$ cat src/rms_voice_activity_detector_macros.svh
// ----------------------------------------------------------------------------
// RMS voice activity detector assertion macros
// Assertion wrappers for the detector; they expand to nothing when SYNTH is set.
// They sample on the rising edge of clock and are held off while reset is high.
// ----------------------------------------------------------------------------
`ifndef RMS_VOICE_ACTIVITY_DETECTOR_MACROS_SVH
`define RMS_VOICE_ACTIVITY_DETECTOR_MACROS_SVH
`ifndef SYNTH
`define RVAD_ASSERT_IMPL(label, ante, cons, msg) \
   label: assert property (@(posedge clock) disable iff (reset) (ante) |-> (cons)) \
      else $error(msg);
`define RVAD_ASSERT_NEXT(label, ante, cons, msg) \
   label: assert property (@(posedge clock) disable iff (reset) (ante) |=> (cons)) \
      else $error(msg);
`else
`define RVAD_ASSERT_IMPL(label, ante, cons, msg)
`define RVAD_ASSERT_NEXT(label, ante, cons, msg)
`endif
`endif

$ cat src/rvad_pkg.sv
// ----------------------------------------------------------------------------
// RMS voice activity detector package
// Widths, codes and the command and status types shared by the detector.
// ----------------------------------------------------------------------------
package rvad_pkg;

   localparam int CHUNK_MAX = 512;

   localparam int MODE_W    = 2;
   localparam int SAMPLE_W  = 16;
   localparam int CFG_W     = 16;
   localparam int LEN_W     = 10;
   localparam int ROOT_W    = 16;
   localparam int CSR_IDX_W = 2;

   localparam int CNT_W  = $clog2(CHUNK_MAX + 1);
   localparam int SQ_W   = 2 * SAMPLE_W - 1;
   localparam int MEAN_W = 2 * ROOT_W;
   localparam int SUM_W  = (SQ_W - 1 + CNT_W > MEAN_W) ? SQ_W - 1 + CNT_W : MEAN_W;
   localparam int REM_W  = ROOT_W + 4;
   localparam int STEP_W = $clog2(SUM_W);

   localparam logic [MODE_W-1:0] MODE_SAMPLE = 2'd0;
   localparam logic [MODE_W-1:0] MODE_TICK   = 2'd1;
   localparam logic [MODE_W-1:0] MODE_START  = 2'd2;
   localparam logic [MODE_W-1:0] MODE_STOP   = 2'd3;

   localparam logic [CSR_IDX_W-1:0] CSR_RMS_THRESHOLD = 2'd0;
   localparam logic [CSR_IDX_W-1:0] CSR_SILENCE_LIMIT = 2'd1;

   localparam logic [CFG_W-1:0] RMS_THRESHOLD_RESET = 16'd200;
   localparam logic [CFG_W-1:0] SILENCE_LIMIT_RESET = 16'd100;
   localparam logic [CFG_W-1:0] SILENCE_SAT         = '1;

   typedef struct packed {
      logic start;
      logic stop;
      logic tick;
      logic sample;
      logic accum;
      logic div_step;
      logic sqrt_init;
      logic sqrt_step;
      logic finish;
   } rvad_cmd_type;

   typedef struct packed {
      logic listening;
      logic close;
      logic out_free;
   } rvad_status_type;

endpackage

$ cat src/rvad_ctrl.sv
// ----------------------------------------------------------------------------
// RMS voice activity detector controller
// Decodes input beats and sequences accumulation, division and square root.
// ----------------------------------------------------------------------------
module rvad_ctrl
   import rvad_pkg::*;
(
   input  logic                 clock,
   input  logic                 reset,
   input  logic                 req_valid,
   output logic                 req_stall,
   input  logic [MODE_W-1:0]    req_mode,
   input  rvad_status_type      sts,
   output rvad_cmd_type         cmd
);

   localparam logic [2:0] ST_IDLE   = 3'd0;
   localparam logic [2:0] ST_ACCUM  = 3'd1;
   localparam logic [2:0] ST_DIV    = 3'd2;
   localparam logic [2:0] ST_SINIT  = 3'd3;
   localparam logic [2:0] ST_SQRT   = 3'd4;
   localparam logic [2:0] ST_RESULT = 3'd5;

   localparam logic [STEP_W-1:0] DIV_LAST  = STEP_W'(SUM_W - 1);
   localparam logic [STEP_W-1:0] SQRT_LAST = STEP_W'(ROOT_W - 1);

   logic [2:0]        state_ff, state_in;
   logic [STEP_W-1:0] step_ff, step_in;

   assign req_stall = (state_ff != ST_IDLE);

   always_comb begin
      cmd      = '0;
      state_in = state_ff;
      step_in  = step_ff;
      unique case (state_ff)
         ST_IDLE: begin
            if (req_valid) begin
               unique case (req_mode)
                  MODE_START: cmd.start = !sts.listening;
                  MODE_STOP:  cmd.stop  = sts.listening;
                  MODE_TICK:  cmd.tick  = sts.listening;
                  MODE_SAMPLE: begin
                     if (sts.listening) begin
                        cmd.sample = 1'b1;
                        state_in   = ST_ACCUM;
                     end
                  end
                  default: ;
               endcase
            end
         end
         ST_ACCUM: begin
            cmd.accum = 1'b1;
            step_in   = '0;
            state_in  = sts.close ? ST_DIV : ST_IDLE;
         end
         ST_DIV: begin
            cmd.div_step = 1'b1;
            if (step_ff == DIV_LAST) begin
               step_in  = '0;
               state_in = ST_SINIT;
            end else begin
               step_in = step_ff + 1'b1;
            end
         end
         ST_SINIT: begin
            cmd.sqrt_init = 1'b1;
            state_in      = ST_SQRT;
         end
         ST_SQRT: begin
            cmd.sqrt_step = 1'b1;
            if (step_ff == SQRT_LAST) begin
               step_in  = '0;
               state_in = ST_RESULT;
            end else begin
               step_in = step_ff + 1'b1;
            end
         end
         ST_RESULT: begin
            if (sts.out_free) begin
               cmd.finish = 1'b1;
               state_in   = ST_IDLE;
            end
         end
         default: state_in = ST_IDLE;
      endcase
   end

   always_ff @(posedge clock) begin
      if (reset) begin
         state_ff <= ST_IDLE;
         step_ff  <= '0;
      end else begin
         state_ff <= state_in;
         step_ff  <= step_in;
      end
   end

endmodule

$ cat src/rvad_dpath.sv
// ----------------------------------------------------------------------------
// RMS voice activity detector datapath
// Squares and sums samples, divides by the chunk length, takes the square
// root one bit per cycle and holds the registers and the result beat.
// ----------------------------------------------------------------------------
module rvad_dpath
   import rvad_pkg::*;
(
   input  logic                        clock,
   input  logic                        reset,
   input  rvad_cmd_type                cmd,
   output rvad_status_type             sts,
   input  logic signed [SAMPLE_W-1:0]  req_sample,
   input  logic                        req_chunk_end,
   input  logic                        csr_valid,
   output logic                        csr_ready,
   input  logic [CSR_IDX_W-1:0]        csr_index,
   input  logic [CFG_W-1:0]            csr_data,
   output logic                        rsp_valid,
   input  logic                        rsp_stall,
   output logic [ROOT_W-1:0]           rsp_rms_value,
   output logic [LEN_W-1:0]            rsp_chunk_length,
   output logic                        rsp_is_voice,
   output logic                        rsp_forward_chunk,
   output logic                        rsp_stopped
);

   localparam logic [CNT_W-1:0] CHUNK_MAX_C = CNT_W'(CHUNK_MAX);

   logic [CFG_W-1:0]  thr_ff, limit_ff, silence_ff;
   logic              listening_ff, voice_seen_ff;
   logic [SUM_W-1:0]  sum_ff, quo_ff;
   logic [CNT_W-1:0]  cnt_ff, div_ff, len_ff, rem_ff;
   logic [SQ_W-1:0]   sq_ff;
   logic              close_ff;
   logic [MEAN_W-1:0] mean_ff;
   logic [ROOT_W-1:0] root_ff;
   logic [REM_W-1:0]  srem_ff;
   logic              rsp_valid_ff;
   logic [ROOT_W-1:0] rms_ff;
   logic [LEN_W-1:0]  length_ff;
   logic              voice_ff, fwd_ff, stop_ff;

   logic signed [2*SAMPLE_W-1:0] prod;
   logic [CNT_W-1:0]  cnt_next;
   logic [SUM_W-1:0]  sum_next;
   logic [CNT_W:0]    rem_sh, rem_diff;
   logic              div_ge;
   logic [REM_W-1:0]  srem_sh, trial;
   logic              sqrt_ge;
   logic              voice, stop;

   assign prod     = req_sample * req_sample;
   assign cnt_next = cnt_ff + 1'b1;
   assign sum_next = sum_ff + SUM_W'(sq_ff);

   assign rem_sh   = {rem_ff, quo_ff[SUM_W-1]};
   assign rem_diff = rem_sh - {1'b0, div_ff};
   assign div_ge   = (rem_sh >= {1'b0, div_ff});

   assign srem_sh  = {srem_ff[REM_W-3:0], mean_ff[MEAN_W-1 -: 2]};
   assign trial    = {{(REM_W-ROOT_W-2){1'b0}}, root_ff, 2'b01};
   assign sqrt_ge  = (srem_sh >= trial);

   assign voice = (root_ff >= thr_ff);
   assign stop  = !voice && voice_seen_ff && (silence_ff >= limit_ff);

   assign csr_ready     = 1'b1;
   assign sts.listening = listening_ff;
   assign sts.close     = close_ff;
   assign sts.out_free  = !rsp_valid_ff || !rsp_stall;

   assign rsp_valid         = rsp_valid_ff;
   assign rsp_rms_value     = rms_ff;
   assign rsp_chunk_length  = length_ff;
   assign rsp_is_voice      = voice_ff;
   assign rsp_forward_chunk = fwd_ff;
   assign rsp_stopped       = stop_ff;

   always_ff @(posedge clock) begin
      if (reset) begin
         thr_ff        <= RMS_THRESHOLD_RESET;
         limit_ff      <= SILENCE_LIMIT_RESET;
         listening_ff  <= 1'b0;
         voice_seen_ff <= 1'b0;
         silence_ff    <= '0;
         sum_ff        <= '0;
         cnt_ff        <= '0;
         rsp_valid_ff  <= 1'b0;
      end else begin
         if (csr_valid) begin
            unique case (csr_index)
               CSR_RMS_THRESHOLD: thr_ff   <= csr_data;
               CSR_SILENCE_LIMIT: limit_ff <= csr_data;
               default: ;
            endcase
         end
         if (cmd.start) begin
            listening_ff  <= 1'b1;
            voice_seen_ff <= 1'b0;
            silence_ff    <= '0;
            sum_ff        <= '0;
            cnt_ff        <= '0;
         end
         if (cmd.stop) begin
            listening_ff <= 1'b0;
            sum_ff       <= '0;
            cnt_ff       <= '0;
         end
         if (cmd.tick && (silence_ff != SILENCE_SAT)) begin
            silence_ff <= silence_ff + 1'b1;
         end
         if (cmd.sample) begin
            cnt_ff <= cnt_next;
         end
         if (cmd.accum) begin
            if (close_ff) begin
               sum_ff <= '0;
               cnt_ff <= '0;
            end else begin
               sum_ff <= sum_next;
            end
         end
         if (cmd.finish) begin
            if (voice) begin
               voice_seen_ff <= 1'b1;
               silence_ff    <= '0;
            end
            if (stop) begin
               listening_ff <= 1'b0;
            end
            rsp_valid_ff <= 1'b1;
         end else if (!rsp_stall) begin
            rsp_valid_ff <= 1'b0;
         end
      end
   end

   always_ff @(posedge clock) begin
      if (cmd.sample) begin
         sq_ff    <= prod[SQ_W-1:0];
         close_ff <= req_chunk_end || (cnt_next >= CHUNK_MAX_C);
      end
      if (cmd.accum && close_ff) begin
         quo_ff <= sum_next;
         rem_ff <= '0;
         div_ff <= cnt_ff;
         len_ff <= cnt_ff;
      end
      if (cmd.div_step) begin
         quo_ff <= {quo_ff[SUM_W-2:0], div_ge};
         rem_ff <= div_ge ? rem_diff[CNT_W-1:0] : rem_sh[CNT_W-1:0];
      end
      if (cmd.sqrt_init) begin
         mean_ff <= quo_ff[MEAN_W-1:0];
         root_ff <= '0;
         srem_ff <= '0;
      end
      if (cmd.sqrt_step) begin
         mean_ff <= {mean_ff[MEAN_W-3:0], 2'b00};
         srem_ff <= sqrt_ge ? (srem_sh - trial) : srem_sh;
         root_ff <= {root_ff[ROOT_W-2:0], sqrt_ge};
      end
      if (cmd.finish) begin
         rms_ff    <= root_ff;
         length_ff <= LEN_W'(len_ff);
         voice_ff  <= voice;
         fwd_ff    <= voice || voice_seen_ff;
         stop_ff   <= stop;
      end
   end

endmodule

$ cat src/rms_voice_activity_detector.sv
// ----------------------------------------------------------------------------
// RMS voice activity detector
// Gathers PCM samples into chunks, computes each chunk's rms and decides
// whether the chunk is voice, is passed on, or ends recording on silence.
//
//   Channel   Direction   Handshake             Beat contents
//   req       in          req_valid/req_stall   mode, sample, chunk_end
//   rsp       out         rsp_valid/rsp_stall   rms, length, voice, forward, stopped
//   csr       in          csr_valid/csr_ready   register index, write data
//
// Ticks, start and stop beats are taken straight from the idle state; a sample that
// does not close its chunk is squared, then accumulated. A sample that closes a chunk
// is also divided by the chunk length and square-rooted, by the one-bit-per-cycle
// restoring divider and the one-bit-per-cycle square root, before its result beat.
// Reset is synchronous and leaves the block idle with default registers.
// A held result stalls a finishing chunk close, and with it every input beat.
// ----------------------------------------------------------------------------
`include "rms_voice_activity_detector_macros.svh"

module rms_voice_activity_detector
   import rvad_pkg::*;
(
   input  logic                        clock,
   input  logic                        reset,
   input  logic                        req_valid,
   output logic                        req_stall,
   input  logic [MODE_W-1:0]           req_mode,
   input  logic signed [SAMPLE_W-1:0]  req_sample,
   input  logic                        req_chunk_end,
   output logic                        rsp_valid,
   input  logic                        rsp_stall,
   output logic [ROOT_W-1:0]           rsp_rms_value,
   output logic [LEN_W-1:0]            rsp_chunk_length,
   output logic                        rsp_is_voice,
   output logic                        rsp_forward_chunk,
   output logic                        rsp_stopped,
   input  logic                        csr_valid,
   output logic                        csr_ready,
   input  logic [CSR_IDX_W-1:0]        csr_index,
   input  logic [CFG_W-1:0]            csr_data
);

   rvad_cmd_type    dp_cmd;
   rvad_status_type dp_sts;

   rvad_ctrl u_ctrl (
      .clock     (clock),
      .reset     (reset),
      .req_valid (req_valid),
      .req_stall (req_stall),
      .req_mode  (req_mode),
      .sts       (dp_sts),
      .cmd       (dp_cmd)
   );

   rvad_dpath u_dpath (
      .clock             (clock),
      .reset             (reset),
      .cmd               (dp_cmd),
      .sts               (dp_sts),
      .req_sample        (req_sample),
      .req_chunk_end     (req_chunk_end),
      .csr_valid         (csr_valid),
      .csr_ready         (csr_ready),
      .csr_index         (csr_index),
      .csr_data          (csr_data),
      .rsp_valid         (rsp_valid),
      .rsp_stall         (rsp_stall),
      .rsp_rms_value     (rsp_rms_value),
      .rsp_chunk_length  (rsp_chunk_length),
      .rsp_is_voice      (rsp_is_voice),
      .rsp_forward_chunk (rsp_forward_chunk),
      .rsp_stopped       (rsp_stopped)
   );

   `RVAD_ASSERT_IMPL(a_finish_free, dp_cmd.finish, !rsp_valid || !rsp_stall, "beat overwritten")
   `RVAD_ASSERT_IMPL(a_rms_range, rsp_valid, rsp_rms_value <= 16'd32768, "rms out of range")
   `RVAD_ASSERT_IMPL(a_stop_fwd, rsp_valid && rsp_stopped, rsp_forward_chunk, "stop dropped")
   `RVAD_ASSERT_IMPL(a_stop_quiet, rsp_valid && rsp_stopped, !rsp_is_voice, "stop on voice")
   `RVAD_ASSERT_NEXT(a_finish_valid, dp_cmd.finish, rsp_valid, "no result beat")

endmodule

$ cat config.mk
export PLATFORM = sky130hd
export DESIGN_NAME = rms_voice_activity_detector
export DESIGN_NICKNAME = d
export VERILOG_FILES = /design/src/rvad_pkg.sv /design/src/rvad_ctrl.sv /design/src/rvad_dpath.sv /design/src/rms_voice_activity_detector.sv
export VERILOG_INCLUDE_DIRS = /design/src /design/src/src
export SDC_FILE = /design/constraint.sdc
export NUM_CORES = 1
export LEC_CHECK = 0
export BUFFER_PORTS_ARGS = -buffer_cell sky130_fd_sc_hd__buf_2
export CAP_MARGIN = 20
export CORE_MARGIN = 8
export CORE_UTILIZATION = 30
export DETAILED_ROUTE_END_ITERATION = 7
export GPL_TIMING_DRIVEN = 0
export SETUP_SLACK_MARGIN = 0.15
export SYNTH_ARGS = -nofsm -noshare
export SYNTH_HDL_FRONTEND = slang
export SYNTH_HIERARCHICAL = 1
export SYNTH_SLANG_ARGS = --single-unit
$ cat constraint.sdc
create_clock -name clock -period 9.3 [get_ports clock]
set_input_delay 2.79 -clock clock [delete_from_list [all_inputs] [get_ports clock]]
set_output_delay 2.79 -clock clock [all_outputs]
set_load 0.03 [all_outputs]
==> flow_metrics.tcl <==
set metrics [dict create \
    status "completed" \
    fin_crit_ps 8840 \
    synthSimpleGateAreaFrac 0.139 \
    fin_crit_sh 0.950 \
    ys.flop_type "edfxtp_1" \
    diodes 0 \
    wl_met3_mm 2.84 \
    synthMuxAreaShare 0.0171 \
    hold_ws_ps 449 \
    grt_pass1_wl_mm 90.5 \
    routed_wl_mm 55.1 \
    avgRoutedWirePerCell_um 14.6 \
    fmax_mhz 113 \
    synthTopCellsByCount "434 x inv_1, 299 x nand2_1, 231 x fa_1" \
    slew_viol_final 0 \
    place.gp.congestion 0.871 \
    synthXorXnorAreaFrac 0.0383 \
    grt_pass1_vias 17600 \
    netlist_area_um2 24300 \
    powerDensity_nw_per_um2 321 \
    yosysWarningCount 6 \
    die_x_um 300 \
    regToRegSetupSlack_ps 6000 \
    placed_area_um2 26000 \
    critPathLaunch "req_sample[5]" \
    drt_iter0_drc 842 \
    intPower_w 0.00498 \
    slew_headroom 0.263 \
    path_clk_slew_ps 60 \
    cts_tree "yes" \
    stdcell_area_um2 27200 \
    cts.sinks 296 \
    initial_core_util 0.302 \
    combinationalPowerShare 0.648 \
    hp-class "flip-flop to flip-flop" \
    grt_start_max_net_pins 65 \
    antenna_found_initial 0 \
    wl_met2_mm 24.8 \
    finalSetupTns_ps 0 \
    critPathKind "input port to flip-flop" \
    fillCellCount 8292 \
    rsz0062_at_grt "no" \
    synth_top_area_share 0.228 \
    dp_slack_ps -810 \
    netSwitchingPower_w 0.00376 \
    htreeDepth 2 \
    cp.required_ps 9690 \
    hold_violations 0 \
    io-pin-count 74 \
    p_total_w 0.00874 \
    setup_slack_ps 464 \
    ir_drop_mv 0.326 \
    cts-root-buf "clkbuf_16" \
    fp.coreArea_um2 80300 \
    path_max_fanout 10 \
    crit_top_cell "fa_1" \
    postCtsHoldBufs 0 \
    critPathCaptureType "flip-flop" \
    via_count 17500 \
    synth.largest_area_cell "edfxtp_1" \
    postRouteAntennaNets 0 \
    max_cap_viol_count 0 \
    synth_compound_area_frac 0.117 \
    start_kind "input port" \
    cts_made_buffers 34 \
    drt-met1-wl_mm 26.3 \
    pwr-share-clk 0.155 \
    ys_ff_latch 296 \
    worstHoldEndpoint "u_dpath/rsp_rms_value[0]$_DFFE_PP_" \
    dp_hpwl_mm 44.0 \
    dieArea_um2 90200 \
    p_leak_nw 11.7 \
    async_reset_ff_frac 0 \
    yosysSeqAreaShare 0.320 \
    hp-start "u_dpath/root_ff[0]$_SDFFCE_PN0P_" \
    drive_above_1_share 0.0781 \
    synth_fa_ha_area_frac 0.284 \
    power_frac_seq 0.197 \
    synth.avg_cell_area_um2 9.44 \
    yosys-top-cells-area "edfxtp_1 23%, fa_1 19%, ha_1 9.3%" \
    dr.pass1.iters 6 \
    portBuffers 70 \
    clk_latency_ps 530 \
    synth_top_family_by_area "adder cells" \
    vias_per_cell 4.66 \
    die-height_um 300 \
    netlist_instances 2569 \
    synthDistinctLibCells 88 \
    whs_path_depth 0 \
    finalSetupViolations 0 \
    cts_buffer_depth 3 \
    grt.total_usage 0.120 \
    fp-row-count 104 \
    p_sw_frac 0.430 \
    cp_slowest_cell "or4b_2" \
    areaGrowthSynthToFinish_pct 12.1 \
    yosysMostFrequentCell "inv_1" \
    rr_endpoint "u_dpath/quo_ff[36]$_DFFE_PP_" \
    synth_enable_flop_cells 184 \
    top_layer_used "met4" \
    route.detailed.drc 0 \
    path_cells "clkbuf_2 -> clkbuf_2 -> nand2_1 -> fa_1 -> inv_1 -> fa_1 -> fa_1 -> fa_1 -> fa_1 -> inv_1 -> fa_1 -> inv_1 -> ha_1 -> a21o_1 -> a21o_1 -> o21a_1 -> o21a_1 -> o21ba_2 -> o31ai_1 -> a31oi_1 -> or4b_2 -> nand3_1" \
    tightestPinTransition_ps 1100 \
    overflow 0 \
    worst_ep_arrival_time_ps 9220 \
    rr_worst_depth 9 \
    cp_slowest_stage_delay_ps 650 \
    final_nets 3134 \
    finalClockSkew_ps 9.09 \
    r2r_start "u_dpath/sq_ff[24]$_DFFE_PP_" \
    synth_nets 3023 \
]
[final cells by class]
cell class              count  area [µm²]  area share
well taps                1060        1330      0.0488
clock buffers              46         938      0.0345
repair buffers             79         450      0.0166
multi-input cells        1742       14500       0.533
plain buffers              90         393      0.0144
flip-flops and latches    296        7770       0.286
clock inverters            13         178     0.00653
inverters                 437        1650      0.0605
[kinds of logic (layout without fill, tap and decap cells)]
kind of cell / Yosys count / count (layout)
other cells: 1 / 1
compound gates: 453 / 453
buf+inv: 531 / 665
xor+xnor: 106 / 106
simple gates: 731 / 731
fa+ha+maj: 412 / 412
mux: 39 / 39
flops: 296 / 296
[power groups by stage]
stage / logic (W) / clock network [W] / registers, W
3_5_place_dp: 0.00571 / 0 / 0.00175
6_report: 0.00566 / 0.00135 / 0.00172
3_3_place_gp: 0.00561 / 0 / 0.00175
4_1_cts: 0.00573 / 0.00140 / 0.00172
5_1_grt: 0.00657 / 0.00145 / 0.00173
2_1_floorplan: 0.00450 / 0 / 0.00175
[metrics by stage]
step,util,cells
2_1_floorplan,-,2569
3_3_place_gp,0.323,3699
3_5_place_dp,0.324,3705
4_1_cts,0.338,3761
5_1_grt,0.339,3763
6_report,0.339,3763
[routing by layer]
metal	vias to the layer above	GRT usage
met3	83	0.0218
met2	334	0.198
li1	8689	-
met5	-	0
met4	0	0.0264
met1	8416	0.164
[sequential cells by signal, summed over array words and instances (netlist names), 3 cells and up]
| name | flops |
|---|---|
| u_dpath/limit_ff | 16 |
| u_dpath/rem_ff | 10 |
| u_dpath/cnt_ff | 10 |
| u_dpath/srem_ff | 18 |
| u_dpath/rsp_chunk_length | 10 |
| u_dpath/quo_ff | 40 |
| u_dpath/thr_ff | 16 |
| u_dpath/sq_ff | 30 |
| u_dpath/sum_ff | 40 |
| u_ctrl/state_ff | 3 |
| u_dpath/rsp_rms_value | 16 |
| u_dpath/len_ff | 10 |
| u_dpath/mean_ff | 32 |
| u_ctrl/step_ff | 6 |
| u_dpath/silence_ff | 16 |
| u_dpath/root_ff | 16 |
[worst max path at each step]
| stage | depth (start not counted) | slack, ps | to |
|---|---|---|---|
| after CTS | 22 | 150 | u_dpath/sq_ff[30]$_DFFE_PP_ |
| after floorplan | 22 | 410 | u_dpath/sq_ff[27]$_DFFE_PP_ |
| final | 22 | 460 | u_dpath/sq_ff[27]$_DFFE_PP_ |
| after global placement | 23 | -810 | u_dpath/sq_ff[30]$_DFFE_PP_ |
| after global routing | 24 | 170 | u_dpath/sq_ff[28]$_DFFE_PP_ |
| after detailed placement | 23 | -810 | u_dpath/sq_ff[30]$_DFFE_PP_ |
[critical path: cells and delay by family]
| kind | cells | cell delay, ps |
|---|---|---|
| AOI/OAI and AO/OA | 7 | 1250 |
| adders and majority gates | 7 | 3500 |
| buffers and inverters | 5 | 740 |
| and+or+nand+nor | 3 | 930 |
[placed cells by master, fill, tap and decap left out, types with 28 or more instances in the layout]
master / instances
xor2_1: 40
nand2_1: 299
a21oi_1: 139
nor3_1: 29
ha_1: 181
clkbuf_16: 36
o21ai_0: 115
xnor2_1: 66
edfxtp_1: 184
dfxtp_1: 112
clkbuf_1: 76
and2_1: 32
fa_1: 230
nor2b_1: 33
a21o_1: 46
buf_2: 71
inv_1: 433
nand3_1: 28
nor2_1: 185
[repair_timing]
action                                  CTS  global route
pin swaps                                 0             1
endpoints found under the setup margin    4             5
gates cloned                              0             0
gates resized for setup                   8            20
buffers inserted                          0             2
(Power assumes the default switching activity.)
